`src/design/tblpc_pkg.sv`:
```
// shared types and constants for the two-button chord detector
`default_nettype none

package tblpc_pkg;

   localparam int unsigned StampWidth  = 32;
   localparam int unsigned WindowWidth = 16;
   localparam int unsigned CsrIdxWidth = 2;

   localparam logic [WindowWidth-1:0] JoinWindowReset    = 16'd400;
   localparam logic [WindowWidth-1:0] HoldTimeReset      = 16'd3000;
   localparam logic [WindowWidth-1:0] ReleaseWindowReset = 16'd400;

   typedef enum logic [CsrIdxWidth-1:0] {
      CSR_JOIN_WINDOW    = 2'd0,
      CSR_HOLD_TIME      = 2'd1,
      CSR_RELEASE_WINDOW = 2'd2
   } csr_idx_type;

   typedef enum logic [2:0] {
      PH_IDLE     = 3'd0,
      PH_ONE_DOWN = 3'd1,
      PH_BOTH     = 3'd2,
      PH_HELD     = 3'd3,
      PH_RELEASED = 3'd4
   } phase_type;

   typedef struct packed {
      logic                  left_pressed;
      logic                  right_pressed;
      logic [StampWidth-1:0] time_ms;
   } sample_type;

   typedef struct packed {
      logic [WindowWidth-1:0] join_window_ms;
      logic [WindowWidth-1:0] hold_time_ms;
      logic [WindowWidth-1:0] release_window_ms;
   } cfg_type;

   typedef struct packed {
      logic      close_request;
      phase_type phase;
   } result_type;

endpackage

`default_nettype wire

```
`src/design/two_button_long_press_chord.sv`:
```
// top level of the two-button chord long-press detector
// path: from the accepting edge to the earliest result accept, an item passes the
//   input register, then the result register
// throughput: one item per cycle; the phase update fits between the two registers
// a waiting result stalls intake once the input register holds an item
// reset: synchronous, active high; phase idle, registers 400 / 3000 / 400 ms
`default_nettype none

module two_button_long_press_chord (
   input  wire logic                               clock,
   input  wire logic                               reset,
   // sample channel
   input  wire logic                               req_valid,
   output logic                                    req_ready,
   input  wire logic                               req_left_pressed,
   input  wire logic                               req_right_pressed,
   input  wire logic [tblpc_pkg::StampWidth-1:0]   req_time_ms,
   // result channel
   output logic                                    rsp_valid,
   input  wire logic                               rsp_ready,
   output logic                                    rsp_close_request,
   output logic [2:0]                              rsp_phase,
   // register write channel
   input  wire logic                               csr_valid,
   output logic                                    csr_ready,
   input  wire logic [tblpc_pkg::CsrIdxWidth-1:0]  csr_index,
   input  wire logic [tblpc_pkg::WindowWidth-1:0]  csr_data
);

   tblpc_pkg::sample_type  sample_ff, sample_in;
   logic                   s1_valid_ff, s1_valid_in;
   tblpc_pkg::result_type  rsp_ff, rsp_in;
   logic                   rsp_valid_ff, rsp_valid_in;
   tblpc_pkg::cfg_type     cfg;
   tblpc_pkg::result_type  step_result;
   logic                   advance;
   logic                   fire;
   logic                   req_fire;

   // result slot free or being drained this cycle
   assign advance   = !rsp_valid_ff || rsp_ready;
   // item in the input register moves through the phase logic
   assign fire      = s1_valid_ff && advance;
   assign req_ready = !s1_valid_ff || advance;
   assign req_fire  = req_valid && req_ready;

   tblpc_csr u_csr (
      .clock     (clock),
      .reset     (reset),
      .csr_valid (csr_valid),
      .csr_ready (csr_ready),
      .csr_index (csr_index),
      .csr_data  (csr_data),
      .cfg       (cfg)
   );

   tblpc_step u_step (
      .clock  (clock),
      .reset  (reset),
      .fire   (fire),
      .sample (sample_ff),
      .cfg    (cfg),
      .result (step_result)
   );

   // input register
   always_comb begin
      sample_in               = sample_ff;
      sample_in.left_pressed  = req_left_pressed;
      sample_in.right_pressed = req_right_pressed;
      sample_in.time_ms       = req_time_ms;
      if (req_fire) begin
         s1_valid_in = 1'b1;
      end else if (fire) begin
         s1_valid_in = 1'b0;
      end else begin
         s1_valid_in = s1_valid_ff;
      end
   end

   // result register
   always_comb begin
      rsp_in = step_result;
      if (fire) begin
         rsp_valid_in = 1'b1;
      end else if (rsp_ready) begin
         rsp_valid_in = 1'b0;
      end else begin
         rsp_valid_in = rsp_valid_ff;
      end
   end

   always_ff @(posedge clock) begin
      if (reset) begin
         s1_valid_ff  <= 1'b0;
         rsp_valid_ff <= 1'b0;
      end else begin
         s1_valid_ff  <= s1_valid_in;
         rsp_valid_ff <= rsp_valid_in;
      end
   end

   // payload registers, no reset needed
   always_ff @(posedge clock) begin
      if (req_fire) begin
         sample_ff <= sample_in;
      end
      if (fire) begin
         rsp_ff <= rsp_in;
      end
   end

   assign rsp_valid         = rsp_valid_ff;
   assign rsp_close_request = rsp_ff.close_request;
   assign rsp_phase         = rsp_ff.phase;

endmodule

`default_nettype wire

```
`src/design/tblpc_csr.sv`:
```
// configuration registers: join window, hold time, release window
`default_nettype none

module tblpc_csr (
   input  wire logic                                 clock,
   input  wire logic                                 reset,
   input  wire logic                                 csr_valid,
   output logic                                      csr_ready,
   input  wire logic [tblpc_pkg::CsrIdxWidth-1:0]    csr_index,
   input  wire logic [tblpc_pkg::WindowWidth-1:0]    csr_data,
   output tblpc_pkg::cfg_type                        cfg
);

   tblpc_pkg::cfg_type cfg_ff;
   tblpc_pkg::cfg_type cfg_in;
   logic               wr_en;

   assign csr_ready = 1'b1;
   assign wr_en     = csr_valid & csr_ready;

   always_comb begin
      cfg_in = cfg_ff;
      if (wr_en) begin
         case (csr_index)
            tblpc_pkg::CSR_JOIN_WINDOW:    cfg_in.join_window_ms    = csr_data;
            tblpc_pkg::CSR_HOLD_TIME:      cfg_in.hold_time_ms      = csr_data;
            tblpc_pkg::CSR_RELEASE_WINDOW: cfg_in.release_window_ms = csr_data;
            default:                       cfg_in = cfg_ff;
         endcase
      end
   end

   always_ff @(posedge clock) begin
      if (reset) begin
         cfg_ff.join_window_ms    <= tblpc_pkg::JoinWindowReset;
         cfg_ff.hold_time_ms      <= tblpc_pkg::HoldTimeReset;
         cfg_ff.release_window_ms <= tblpc_pkg::ReleaseWindowReset;
      end else begin
         cfg_ff <= cfg_in;
      end
   end

   assign cfg = cfg_ff;

endmodule

`default_nettype wire

```
`src/design/tblpc_step.sv`:
```
// gesture phase machine with its timestamp registers
`default_nettype none

module tblpc_step (
   input  wire logic                   clock,
   input  wire logic                   reset,
   input  wire logic                   fire,
   input  wire tblpc_pkg::sample_type  sample,
   input  wire tblpc_pkg::cfg_type     cfg,
   output tblpc_pkg::result_type       result
);

   tblpc_pkg::phase_type                phase_ff, phase_in;
   logic [tblpc_pkg::StampWidth-1:0]    first_press_ff, first_press_in;
   logic [tblpc_pkg::StampWidth-1:0]    both_press_ff, both_press_in;
   logic [tblpc_pkg::StampWidth-1:0]    first_release_ff, first_release_in;
   logic [tblpc_pkg::StampWidth-1:0]    join_elapsed, hold_elapsed, release_elapsed;
   logic                                any_down, both_down;
   logic                                close_req;

   assign any_down  = sample.left_pressed | sample.right_pressed;
   assign both_down = sample.left_pressed & sample.right_pressed;

   // wrapping elapsed times
   assign join_elapsed    = sample.time_ms - first_press_ff;
   assign hold_elapsed    = sample.time_ms - both_press_ff;
   assign release_elapsed = sample.time_ms - first_release_ff;

   always_comb begin
      phase_in         = phase_ff;
      first_press_in   = first_press_ff;
      both_press_in    = both_press_ff;
      first_release_in = first_release_ff;
      close_req        = 1'b0;
      case (phase_ff)
         tblpc_pkg::PH_IDLE: begin
            if (any_down) begin
               first_press_in = sample.time_ms;
               phase_in       = tblpc_pkg::PH_ONE_DOWN;
            end
         end
         tblpc_pkg::PH_ONE_DOWN: begin
            if (both_down) begin
               both_press_in = sample.time_ms;
               phase_in      = tblpc_pkg::PH_BOTH;
            end else if (!any_down) begin
               phase_in = tblpc_pkg::PH_IDLE;
            end else if (join_elapsed >
                         {{(tblpc_pkg::StampWidth-tblpc_pkg::WindowWidth){1'b0}},
                          cfg.join_window_ms}) begin
               phase_in = tblpc_pkg::PH_IDLE;
            end
         end
         tblpc_pkg::PH_BOTH: begin
            if (!both_down) begin
               phase_in = tblpc_pkg::PH_IDLE;
            end else if (hold_elapsed >=
                         {{(tblpc_pkg::StampWidth-tblpc_pkg::WindowWidth){1'b0}},
                          cfg.hold_time_ms}) begin
               phase_in = tblpc_pkg::PH_HELD;
            end
         end
         tblpc_pkg::PH_HELD: begin
            if (!both_down) begin
               first_release_in = sample.time_ms;
               phase_in         = tblpc_pkg::PH_RELEASED;
            end
         end
         tblpc_pkg::PH_RELEASED: begin
            if (!any_down) begin
               close_req = 1'b1;
               phase_in  = tblpc_pkg::PH_IDLE;
            end else if (release_elapsed >
                         {{(tblpc_pkg::StampWidth-tblpc_pkg::WindowWidth){1'b0}},
                          cfg.release_window_ms}) begin
               phase_in = tblpc_pkg::PH_IDLE;
            end
         end
         default: begin
            phase_in = tblpc_pkg::PH_IDLE;
         end
      endcase
   end

   always_ff @(posedge clock) begin
      if (reset) begin
         phase_ff <= tblpc_pkg::PH_IDLE;
      end else if (fire) begin
         phase_ff <= phase_in;
      end
   end

   // stamps are always written before they are read
   always_ff @(posedge clock) begin
      if (fire) begin
         first_press_ff   <= first_press_in;
         both_press_ff    <= both_press_in;
         first_release_ff <= first_release_in;
      end
   end

   assign result.close_request = close_req;
   assign result.phase         = phase_in;

endmodule

`default_nettype wire

```
`config.mk`:
```
export PLATFORM = sky130hd
export DESIGN_NAME = two_button_long_press_chord
export DESIGN_NICKNAME = d
export VERILOG_FILES = /design/src/design/tblpc_pkg.sv /design/src/design/two_button_long_press_chord.sv /design/src/design/tblpc_csr.sv /design/src/design/tblpc_step.sv
export SDC_FILE = /design/constraint.sdc
export NUM_CORES = 1
export LEC_CHECK = 0
export BUFFER_PORTS_ARGS = -buffer_cell sky130_fd_sc_hd__buf_2
export CORE_UTILIZATION = 40
export DETAILED_ROUTE_END_ITERATION = 12
export GPL_TIMING_DRIVEN = 0
export PLACE_DENSITY = 0.55
export SLEW_MARGIN = 20
export SYNTH_ARGS = -nofsm -noshare
export SYNTH_HDL_FRONTEND = slang
export SYNTH_SLANG_ARGS = --single-unit
export TNS_END_PERCENT = 1
```
`constraint.sdc`:
```
create_clock -name clock -period 6.3 [get_ports clock]
set_clock_uncertainty 0.2 [all_clocks]
set_input_delay 1.26 -clock clock [delete_from_list [all_inputs] [get_ports clock]]
set_output_delay 1.26 -clock clock [all_outputs]
set_load 0.05 [all_outputs]
```
==> results of run 1 <==
## routing by layer
metal | vias up | track usage, % | part of all wire [%] | routed length [µm]
met2 | 208 | 34.00 | 46 | 15660
met4 | 0 | 7.193 | 2.4 | 824
met1 | 5060 | 28.42 | 48 | 16610
met3 | 44 | 3.113 | 3.5 | 1201
met5 | - | 0 | 0 | 0
li1 | 5483 | - | - | -
## power groups by stage
stage	Combinational, W	Sequential [W]	Clock, W
final	0.000613	0.00140	0.00108
after global routing	0.000689	0.00141	0.00116
after CTS	0.000612	0.00140	0.00111
after detailed placement	0.000608	0.00143	0
after global placement	0.000596	0.00143	0
after floorplan	0.000441	0.00141	0
## worst max-delay path, stage by stage (launching register included)
cell	delay (ps)
edfxtp_1	480
inv_1	170
ha_1	270
fa_1	420
nor2b_1	180
o211a_1	240
o21ai_1	110
and2_1	170
o21ai_0	270
a21oi_1	130
xnor2_1	210
ha_1	290
nand4_1	150
or3_1	160
a21oi_1	60
nor4b_1	660
o2111ai_1	260
a221oi_1	280
o2111ai_1	180
nor4_2	160
nand4_1	310
a311oi_2	330
## stage by stage
stage,total power (W),instance area [µm²],setup WS (ps),std cells,utilization [%]
floorplan,0.001854,13050,1898,1474,-
global placement,0.002026,13900,383.7,1970,43.70
detailed placement,0.002038,14020,543.4,1978,44.10
CTS,0.003126,14620,489.5,2010,45.97
global route,0.003259,14620,39.94,2010,45.97
finish,0.003100,14620,507.9,2010,45.97
## layout make-up
| class | count | area, µm² | share of cell area, % |
|---|---|---|---|
| Multi-Input combinational cell | 1081 | 7208 | 49.31 |
| Sequential cell | 187 | 5085 | 34.78 |
| Inverter | 161 | 604.3 | 4.134 |
| Tap cell | 435 | 544.3 | 3.723 |
| Clock buffer | 24 | 529.3 | 3.620 |
| Timing Repair Buffer | 69 | 409.1 | 2.799 |
| Buffer | 45 | 173.9 | 1.190 |
| Clock inverter | 8 | 65.06 | 0.4451 |
## placed cells by master (no fill, tap or decap), types with 21 or more instances in the layout
cell	count
dfxtp_1	53
nor2_1	102
a21oi_1	170
a21o_1	21
nand4_1	34
o21a_1	28
inv_1	161
ha_1	141
buf_2	62
xnor2_1	44
nand3_1	25
clkbuf_1	45
nand2_1	176
o21ai_0	81
edfxtp_1	134
## registers in the layout, indices dropped and copies added (netlist names)
signal                   count
rsp_close_request            1
rsp_phase                    3
rsp_valid                    1
s1_valid_ff                  1
sample_ff                   34
u_csr.cfg                   48
u_step.both_press_ff        32
u_step.first_press_ff       32
u_step.first_release_ff     32
u_step.phase_ff              3
## logic make-up after synthesis
logic type | share of synthesized area (%)
AND/OR/NAND/NOR | 15.73
adder cells (fa/ha/maj) | 13.98
multiplexers | 0.4986
buffers and inverters | 5.965
XOR/XNOR | 4.296
AO/OA/AOI/OAI | 20.53
flip-flops | 38.97
other | 0.02874
## worst min-delay path by stage
stage	from	to	slack [ps]	depth (start not counted)
after floorplan	u_csr.cfg[10]	u_csr.cfg[10]	240	2
after global placement	u_csr.cfg[9]	u_csr.cfg[9]	240	2
after detailed placement	u_csr.cfg[26]	u_csr.cfg[26]	250	2
after CTS	u_csr.cfg[26]	u_csr.cfg[26]	260	2
after global routing	u_csr.cfg[5]	u_csr.cfg[5]	270	2
final	u_csr.cfg[26]	u_csr.cfg[26]	260	2
==> impl_metrics.csv, run 1 <==
group,metric,value,unit
sta,final.setup.tns,0,ps
clocking,numCtsBuffers,17,
synth,synth-seq-area-share,38.97,%
critical_path,crit_fanout,4,
clocking,cts_setup_buffers,0,
floorplanning,initial_utilization,41.03,%
synth,yosysMostFrequentCell,"nand2_1",
routing,vias_per_cell,5.371,
clocking,cts_resized,0,
final_layout,fillers,3152,
synth,synth_edf_count,134,
floorplanning,die_area,33340,µm²
sta,rsz0062_at_grt,"no",
global_route,grt_max_degree,24,
routing,wl,34290,µm
clocking,holdBufCountCts,0,
sta,fin_crit,5792,ps
synth,ys_ff_latch,187,
floorplanning,io_pins,64,
sta,max_freq,172.7,MHz
global_route,grt_pass1_wl,53750,µm
synth,synth_ff_type,"edfxtp_1",
power,ir_worst_vdd,114.2,µV
synth,ys_top_cells_by_area,"edfxtp_1, ha_1, dfxtp_1",
routing,drc,0,
synth,synth_top_area_share,30.84,%
sta,post-route-period-util,91.94,%
final_layout,synthToLayoutAreaGrowth,12.04,%
critical_path,r2r_cells,21,
routing,dr_total_vias,10800,
routing,drtPass1Iterations,7,
synth,netlist_area,13050,µm²
synth,synth_warnings,0,
global_route,gr-usage-all-layers,20.95,%
status,status,"complete, no violations",
power,p_per_area,212.0,nW/µm²
power,p_clk_share,35.0,%
floorplanning,coreArea,31800,µm²
critical_path,crit_path_end,"u_step.phase_ff[0]",
critical_path,cp-startpoint,"sample_ff[0]",
synth,avgSynthCellArea,8.852,µm²
place,hpwl,27720,µm
floorplanning,rows,65,
routing,wl_per_cell,17.06,µm
global_route,grt_pass1_vias,10280,
synth,synthDistinctLibCells,74,
sta,finalSetupViolations,0,
synth,synth_top_area_cell,"edfxtp_1",
clocking,clk_path_buf_depth,2,
routing,postRouteAntennaNets,0,
critical_path,arrival,5950,ps
synth,syn-num-nets,1675,
routing,drt_iter0_drc,649,
place,routabilityCongestion,0.9047,
final_layout,layout.nets,1763,
power,seq_power_share,45.3,%
clocking,cts_tree,"done",
run,maxCapViolCount,0,
power,p_switching,0.0009017,W
critical_path,r2r_end,"u_step.phase_ff[0]",
min_path,holdCritPathClass,"reg2reg",
critical_path,rrSetupSlack,510,ps
critical_path,cp-start-kind,"register",
clocking,clk_latency,450,ps
critical_path,worstPathRequired,6450,ps
clocking,htree_levels,4,
synth,ys_async_sr_fraction,0,%
critical_path,reg2reg_from,"sample_ff[0]",
clocking,path_clk_slew,70,ps
clocking,cts_root_buf,"clkbuf_16",
global_route,grt_antenna_before_repair,2,
global_route,grt.overflow.total,0,
critical_path,path_class,"reg2reg",
clocking,clock_sinks,187,
power,p_int,0.002198,W
power,switching_share,29.09,%
sta,slew-limit-headroom,50.82,%
critical_path,end_kind,"register",
power,power_frac_comb,19.8,%
floorplanning,die_x,182.6,µm
floorplanning,die_y,182.6,µm
sta,worst_pin_slew,727.4,ps
place,portBuffers,61,
sta,slew_viol_final,0,
synth,syn_inst,1474,
final_layout,antennaDiodeCount,0,
sta,holdWs,255.4,ps
final_layout,drive_above_1_share,7.810,%
synth,synth.top_cells.by_count,"nand2_1, a21oi_1, inv_1",
power,p_leak,5.923,nW
sta,finalHoldViolCount,0,
No activity file was read; power rests on OpenSTA's default activity.
==> run 2: changes to the inputs <==
--- a/config.mk
+++ b/config.mk
@@ -6,11 +6,11 @@
 export NUM_CORES = 1
 export LEC_CHECK = 0
 export BUFFER_PORTS_ARGS = -buffer_cell sky130_fd_sc_hd__buf_2
+export CORE_MARGIN = 1.5
 export CORE_UTILIZATION = 40
 export DETAILED_ROUTE_END_ITERATION = 12
 export GPL_TIMING_DRIVEN = 0
 export PLACE_DENSITY = 0.55
-export SLEW_MARGIN = 20
 export SYNTH_ARGS = -nofsm -noshare
 export SYNTH_HDL_FRONTEND = slang
 export SYNTH_SLANG_ARGS = --single-unit
==> run 2 against run 1 <==
Clock power about the same. Setup slack better by 81 ps. Worst hold slack better by 0.82 ps. Die area up 1.1%. Combinational power about the same. Highest routed layer unchanged. Largest power group unchanged.
==> impl_metrics.csv, run 2 (synthesis results as in run 1) <==
group,metric,value,unit
status,status,"complete, no violations",
global_route,grt_pass1_wl,53960,µm
power,switching_share,28.58,%
clocking,cts_setup_buffers,0,
floorplanning,io_pins,64,
routing,wl_per_cell,17.07,µm
critical_path,worstPathRequired,6460,ps
routing,wl,34280,µm
final_layout,mostFrequentLayoutCells,"nand2_1, a21oi_1, inv_1",
clocking,clk_path_buf_depth,2,
routing,dr_total_vias,10860,
critical_path,path_class,"reg2reg",
routing,postRouteAntennaNets,0,
power,p_leak,5.907,nW
final_layout,antennaDiodeCount,0,
critical_path,arrival,5870,ps
routing,vias_per_cell,5.407,
final_layout,synthToLayoutAreaGrowth,11.78,%
floorplanning,initial_utilization,41.03,%
critical_path,slowest_delay,610,ps
run,maxCapViolCount,0,
routing,drt_iter0_drc,693,
floorplanning,die_y,183.6,µm
min_path,holdCritPathClass,"reg2reg",
clocking,numCtsBuffers,17,
final_layout,seqCellArea,5085,µm²
floorplanning,coreArea,31800,µm²
sta,finalSetupViolations,0,
sta,rsz0062_at_grt,"no",
sta,post-route-period-util,90.65,%
power,p_int,0.002231,W
sta,final.setup.tns,0,ps
final_layout,fin_util,45.86,%
floorplanning,rows,65,
critical_path,worstPathCellList,"inv_1 > ha_1 > fa_1 > nor2b_1 > o211a_1 > o21ai_1 > and2_1 > o21ai_0 > a21oi_1 > xnor2_1 > ha_1 > nand4_1 > or3_1 > a21oi_1 > nor4b_1 > o2111ai_1 > a221oi_1 > o2111ai_1 > nor4_2 > nand4_1 > a311oi_2",
clocking,path_clk_slew,70,ps
sta,slew-limit-headroom,17.28,%
global_route,grt_pass1_vias,10210,
floorplanning,die_area,33710,µm²
power,p_clk_share,35.5,%
sta,slew_viol_final,0,
place,routabilityCongestion,0.8736,
final_layout,largest_register_ffs,48,
final_layout,final_common_cell,"nand2_1",
final_layout,multi_input_area,7203,µm²
global_route,grt.overflow.total,0,
critical_path,crit_fanout,4,
power,p_switching,0.0008928,W
sta,max_freq,175.1,MHz
sta,finalHoldViolCount,0,
final_layout,drive_above_1_share,7.565,%
place,portBuffers,61,
critical_path,crit_slowest_cell,"nor4b_1",
routing,drtPass1Iterations,5,
power,power_frac_comb,19.5,%
place,place_inst,1976,
global_route,grt_max_degree,35,
place,hpwl,27560,µm
global_route,grt_antenna_before_repair,2,
clocking,cts_root_buf,"clkbuf_16",
final_layout,stdcell_count,2008,
clocking,htree_levels,4,
clocking,cts_resized,0,
global_route,gr-usage-all-layers,20.72,%
power,ir_worst_vdd,127.0,µV
sta,worst_pin_slew,1238,ps
power,p_per_area,214.2,nW/µm²
critical_path,cp-start-kind,"register",
clocking,clk_latency,450,ps
clocking,clock_sinks,187,
sta,fin_crit,5711,ps
floorplanning,die_x,183.6,µm
critical_path,end_kind,"register",
routing,drc,0,
power,seq_power_share,44.9,%
final_layout,layout.nets,1761,
clocking,holdBufCountCts,0,
final_layout,fillers,3113,
clocking,cts_tree,"done",
## run 2: cell types whose count changed in the layout (fill, tap and decap cells not counted), sizes merged
cell | previous run | this run
buf | 71 | 69
clkbuf | 67 | 66
inv | 167 | 164
clkinv | 1 | 4
bufinv | 0 | 2
clkinvlp | 1 | 0
## run 2: layout make-up
cell class | instances | share of cell area [%]
Buffer | 45 | 1.193
Clock buffer | 23 | 3.354
Sequential cell | 187 | 34.87
Multi-Input combinational cell | 1081 | 49.39
Clock inverter | 9 | 0.7636
Tap cell | 435 | 3.732
Inverter | 161 | 4.144
Timing Repair Buffer | 67 | 2.557
## run 2: worst max-delay path, delay by kind of cell, from the launching register on
kind	cells	cell delay, ps
AO/OA/AOI/OAI	9	1850
AND/OR/NAND/NOR	7	1740
adder cells (fa/ha/maj)	3	980
flip-flops	1	460
XOR/XNOR	1	200
buffers and inverters	1	180
## run 2: final timing paths
kind,from,end,slack (ps),depth (start not counted)
setup / recovery,sample_ff[0],u_step.phase_ff[0],590,21
hold reg to reg,u_csr.cfg[37],u_csr.cfg[37],260,2
setup reg to reg,sample_ff[0],u_step.phase_ff[0],590,21
hold / removal,u_csr.cfg[37],u_csr.cfg[37],260,2
## run 2: per-stage QoR
step                      setup slack [ps]  total power (W)  area (µm²)  hold slack (ps)
after floorplan                       1898         0.001854       13050            236.3
after global placement               360.4         0.002026       13900            246.3
after detailed placement             580.4         0.002037       13980            248.9
after CTS                            535.9         0.003144       14580            258.9
after global routing                 143.7         0.003275       14580            273.8
final                                588.8         0.003124       14580            256.2
## run 2: layer usage
metal	vias to the layer above	routed length [µm]	GRT usage [%]
li1	5471	-	-
met1	5092	16680	28.62
met2	245	15530	33.48
met3	49	1333	2.813
met4	0	737	6.656
met5	-	0	0
## run 2: power by group through the flow
stage,logic [W],registers [W],clock network [W]
2_1_floorplan,0.000441,0.00141,0
3_3_place_gp,0.000595,0.00143,0
3_5_place_dp,0.000607,0.00143,0
4_1_cts,0.000611,0.00140,0.00113
5_1_grt,0.000689,0.00141,0.00118
6_report,0.000610,0.00140,0.00111
==> run 3: changes to the inputs <==
--- a/config.mk
+++ b/config.mk
@@ -13,5 +13,6 @@
 export PLACE_DENSITY = 0.55
 export SYNTH_ARGS = -nofsm -noshare
 export SYNTH_HDL_FRONTEND = slang
+export SYNTH_HIERARCHICAL = 1
 export SYNTH_SLANG_ARGS = --single-unit
 export TNS_END_PERCENT = 1
==> run 3 against run 2 <==
Utilization fell by 0.66 points. Count of clock-buffer cells in the layout did not move. Cell count rose by 1.4%. Setup slack got worse by 190 ps. Critical path depth rose by 1. Final area rose by 4.2%. Maximum frequency fell by 3.2%. Combinational power rose by 4.9%. Via count rose by 1.2%. Clock power fell by 5%. Critical path type unchanged.
==> impl_metrics.csv, run 3 <==
group,metric,value,unit
clocking,clock_sinks,187,
global_route,grt_max_degree,35,
global_route,grt_antenna_before_repair,0,
critical_path,arrival,5880,ps
sta,fin_crit,5902,ps
sta,post-route-period-util,93.68,%
final_layout,fin_area,15190,µm²
synth,syn-num-nets,1690,
clocking,clk_latency,450,ps
floorplanning,coreArea,33620,µm²
final_layout,drive_above_1_share,8.811,%
routing,wl_per_cell,17.30,µm
place,routabilityCongestion,0.8951,
synth,ys_top_cells_by_area,"edfxtp_1, ha_1, dfxtp_1",
critical_path,crit_fanout,3,
synth,ys_ff_latch,187,
place,hpwl,28390,µm
global_route,grt.overflow.total,0,
sta,worst_pin_slew,784.3,ps
synth,synthDistinctLibCells,86,
place,place_area,14610,µm²
clocking,numCtsBuffers,17,
routing,dr_total_vias,10980,
global_route,grt_pass1_wl,55690,µm
sta,rsz0062_at_grt,"no",
clocking,cts_tree,"done",
synth,yosysMostFrequentCell,"inv_1",
critical_path,cp-start-kind,"register",
critical_path,slowest_delay,520,ps
power,ir_worst_vdd,195.1,µV
floorplanning,rows,67,
routing,vias_per_cell,5.392,
clocking,htree_levels,4,
synth,synth.top_cells.by_count,"inv_1, ha_1, edfxtp_1",
floorplanning,io_pins,64,
routing,drt_iter0_drc,624,
floorplanning,initial_utilization,40.69,%
final_layout,layout.nets,1777,
final_layout,antennaDiodeCount,0,
routing,wl,35250,µm
sta,max_freq,169.4,MHz
routing,postRouteAntennaNets,0,
power,p_leak,6.439,nW
final_layout,synthToLayoutAreaGrowth,11.09,%
synth,avgSynthCellArea,9.186,µm²
final_layout,fillers,3294,
routing,drc,0,
floorplanning,die_x,187.9,µm
final_layout,largest_register_ffs,48,
critical_path,rrSetupSlack,400,ps
critical_path,path_class,"reg2reg",
clocking,cts_root_buf,"clkbuf_16",
status,status,"complete, no violations",
floorplanning,die_y,187.9,µm
place,portBuffers,62,
critical_path,path_common_cell,"a21oi_1",
sta,final.setup.tns,0,ps
synth,synth_top_area_share,29.42,%
sta,slew-limit-headroom,47.71,%
place,place_ws,303.1,ps
sta,fin_ws,398.3,ps
synth,netlist_area,13680,µm²
sta,finalSetupViolations,0,
critical_path,worstPathCellList,"inv_2 > ha_1 > inv_1 > fa_1 > a21oi_1 > nand4b_1 > a21oi_1 > or2_2 > or2_2 > a21o_1 > a21oi_1 > xnor2_1 > ha_1 > a21oi_1 > nor2b_1 > or4_1 > or4_1 > a2111o_1 > a2111oi_2 > nand4b_1 > o21ai_2 > nand2_1",
critical_path,worstPathRequired,6280,ps
global_route,grt_pass1_vias,10560,
sta,slew_viol_final,0,
synth,synth_top_area_cell,"edfxtp_1",
power,p_per_area,204.4,nW/µm²
clocking,clk_path_buf_depth,2,
routing,drtPass1Iterations,6,
min_path,holdCritPathClass,"reg2reg",
synth,synth-seq-area-share,37.18,%
critical_path,crit_slowest_cell,"or4_1",
synth,synth_warnings,6,
synth,synth_ff_type,"edfxtp_1",
final_layout,mostFrequentLayoutCells,"inv_1, ha_1, edfxtp_1",
global_route,gr-usage-all-layers,20.21,%
clocking,path_clk_slew,70,ps
final_layout,final_common_cell,"inv_1",
floorplanning,die_area,35310,µm²
synth,syn_inst,1489,
synth,ys_async_sr_fraction,0,%
synth,synth_edf_count,134,
sta,finalHoldViolCount,0,
run,maxCapViolCount,0,
critical_path,end_kind,"register",
## run 3: worst paths after layout
kind                 start             to  cells past startpoint
max reg2reg   sample_ff[0]   rsp_phase[0]                     22
max           sample_ff[0]   rsp_phase[0]                     22
min reg2reg  u_csr/cfg[41]  u_csr/cfg[41]                      2
min          u_csr/cfg[41]  u_csr/cfg[41]                      2
## run 3: logic make-up after synthesis
| logic type | count (synthesis) | synth area share, % |
|---|---|---|
| XOR/XNOR | 58 | 3.714 |
| adder cells (fa/ha/maj) | 144 | 13.34 |
| multiplexers | 57 | 4.190 |
| flip-flops | 187 | 37.18 |
| AND/OR/NAND/NOR | 413 | 15.90 |
| buffers and inverters | 226 | 6.449 |
| other | 1 | 0.02742 |
| AO/OA/AOI/OAI | 403 | 19.21 |
## run 3: worst max-delay path: cells and delay by family, from the launching register on
| kind | cells | cell delay, ps |
|---|---|---|
| AOI/OAI and AO/OA | 8 | 1610 |
| xor gates and xnor gates | 1 | 150 |
| adders and majority gates | 3 | 840 |
| buffers and inverters | 2 | 190 |
| DFF | 1 | 430 |
| and+or+nand+nor | 8 | 2200 |
## run 3: cell type report
| cell class | instances | area (µm²) | area share (%) |
|---|---|---|---|
| tap | 448 | 560.5 | 3.689 |
| sequential | 187 | 5085 | 33.47 |
| multi-input combinational | 1076 | 7722 | 50.82 |
| buffer | 56 | 244.0 | 1.606 |
| inverter | 170 | 638.1 | 4.200 |
| clock buffer | 23 | 500.5 | 3.294 |
| clock inverter | 9 | 73.82 | 0.4858 |
| timing repair buffer | 68 | 370.4 | 2.437 |
## run 3: through the flow
stage / power (W) / instances / hold WS (ps) / util, %
finish: 0.003106 / 2037 / 280.6 / 45.20
global placement: 0.002055 / 1999 / 260.1 / 43.28
detailed placement: 0.002063 / 2004 / 261.4 / 43.47
global route: 0.003264 / 2037 / 298.5 / 45.20
CTS: 0.003140 / 2036 / 282.4 / 45.18
floorplan: 0.001882 / 1489 / 248.7 / -
## run 3: per-layer routing
layer | wire [µm] | global-route usage [%] | up-vias
met5 | 0 | 0 | -
met3 | 1050 | 2.396 | 33
met2 | 15970 | 32.86 | 209
li1 | - | - | 5580
met1 | 17600 | 28.09 | 5161
met4 | 632 | 6.092 | 0
## run 3: timing repair
item / CTS / global route
setup buffers: 0 / 1
gates resized for setup: 0 / 1
hold buffers: 0 / 0
endpoints found under the setup margin: 0 / 2
## run 3: report_power, final
group,switching (W),leakage [nW],internal [W],total (W)
logic,0.000379,4.48,0.000261,0.000640
clock network,0.000492,0.287,0.000573,0.00106
registers,0.0000439,1.67,0.00136,0.00140
total,0.000915,6.44,0.00219,0.00311
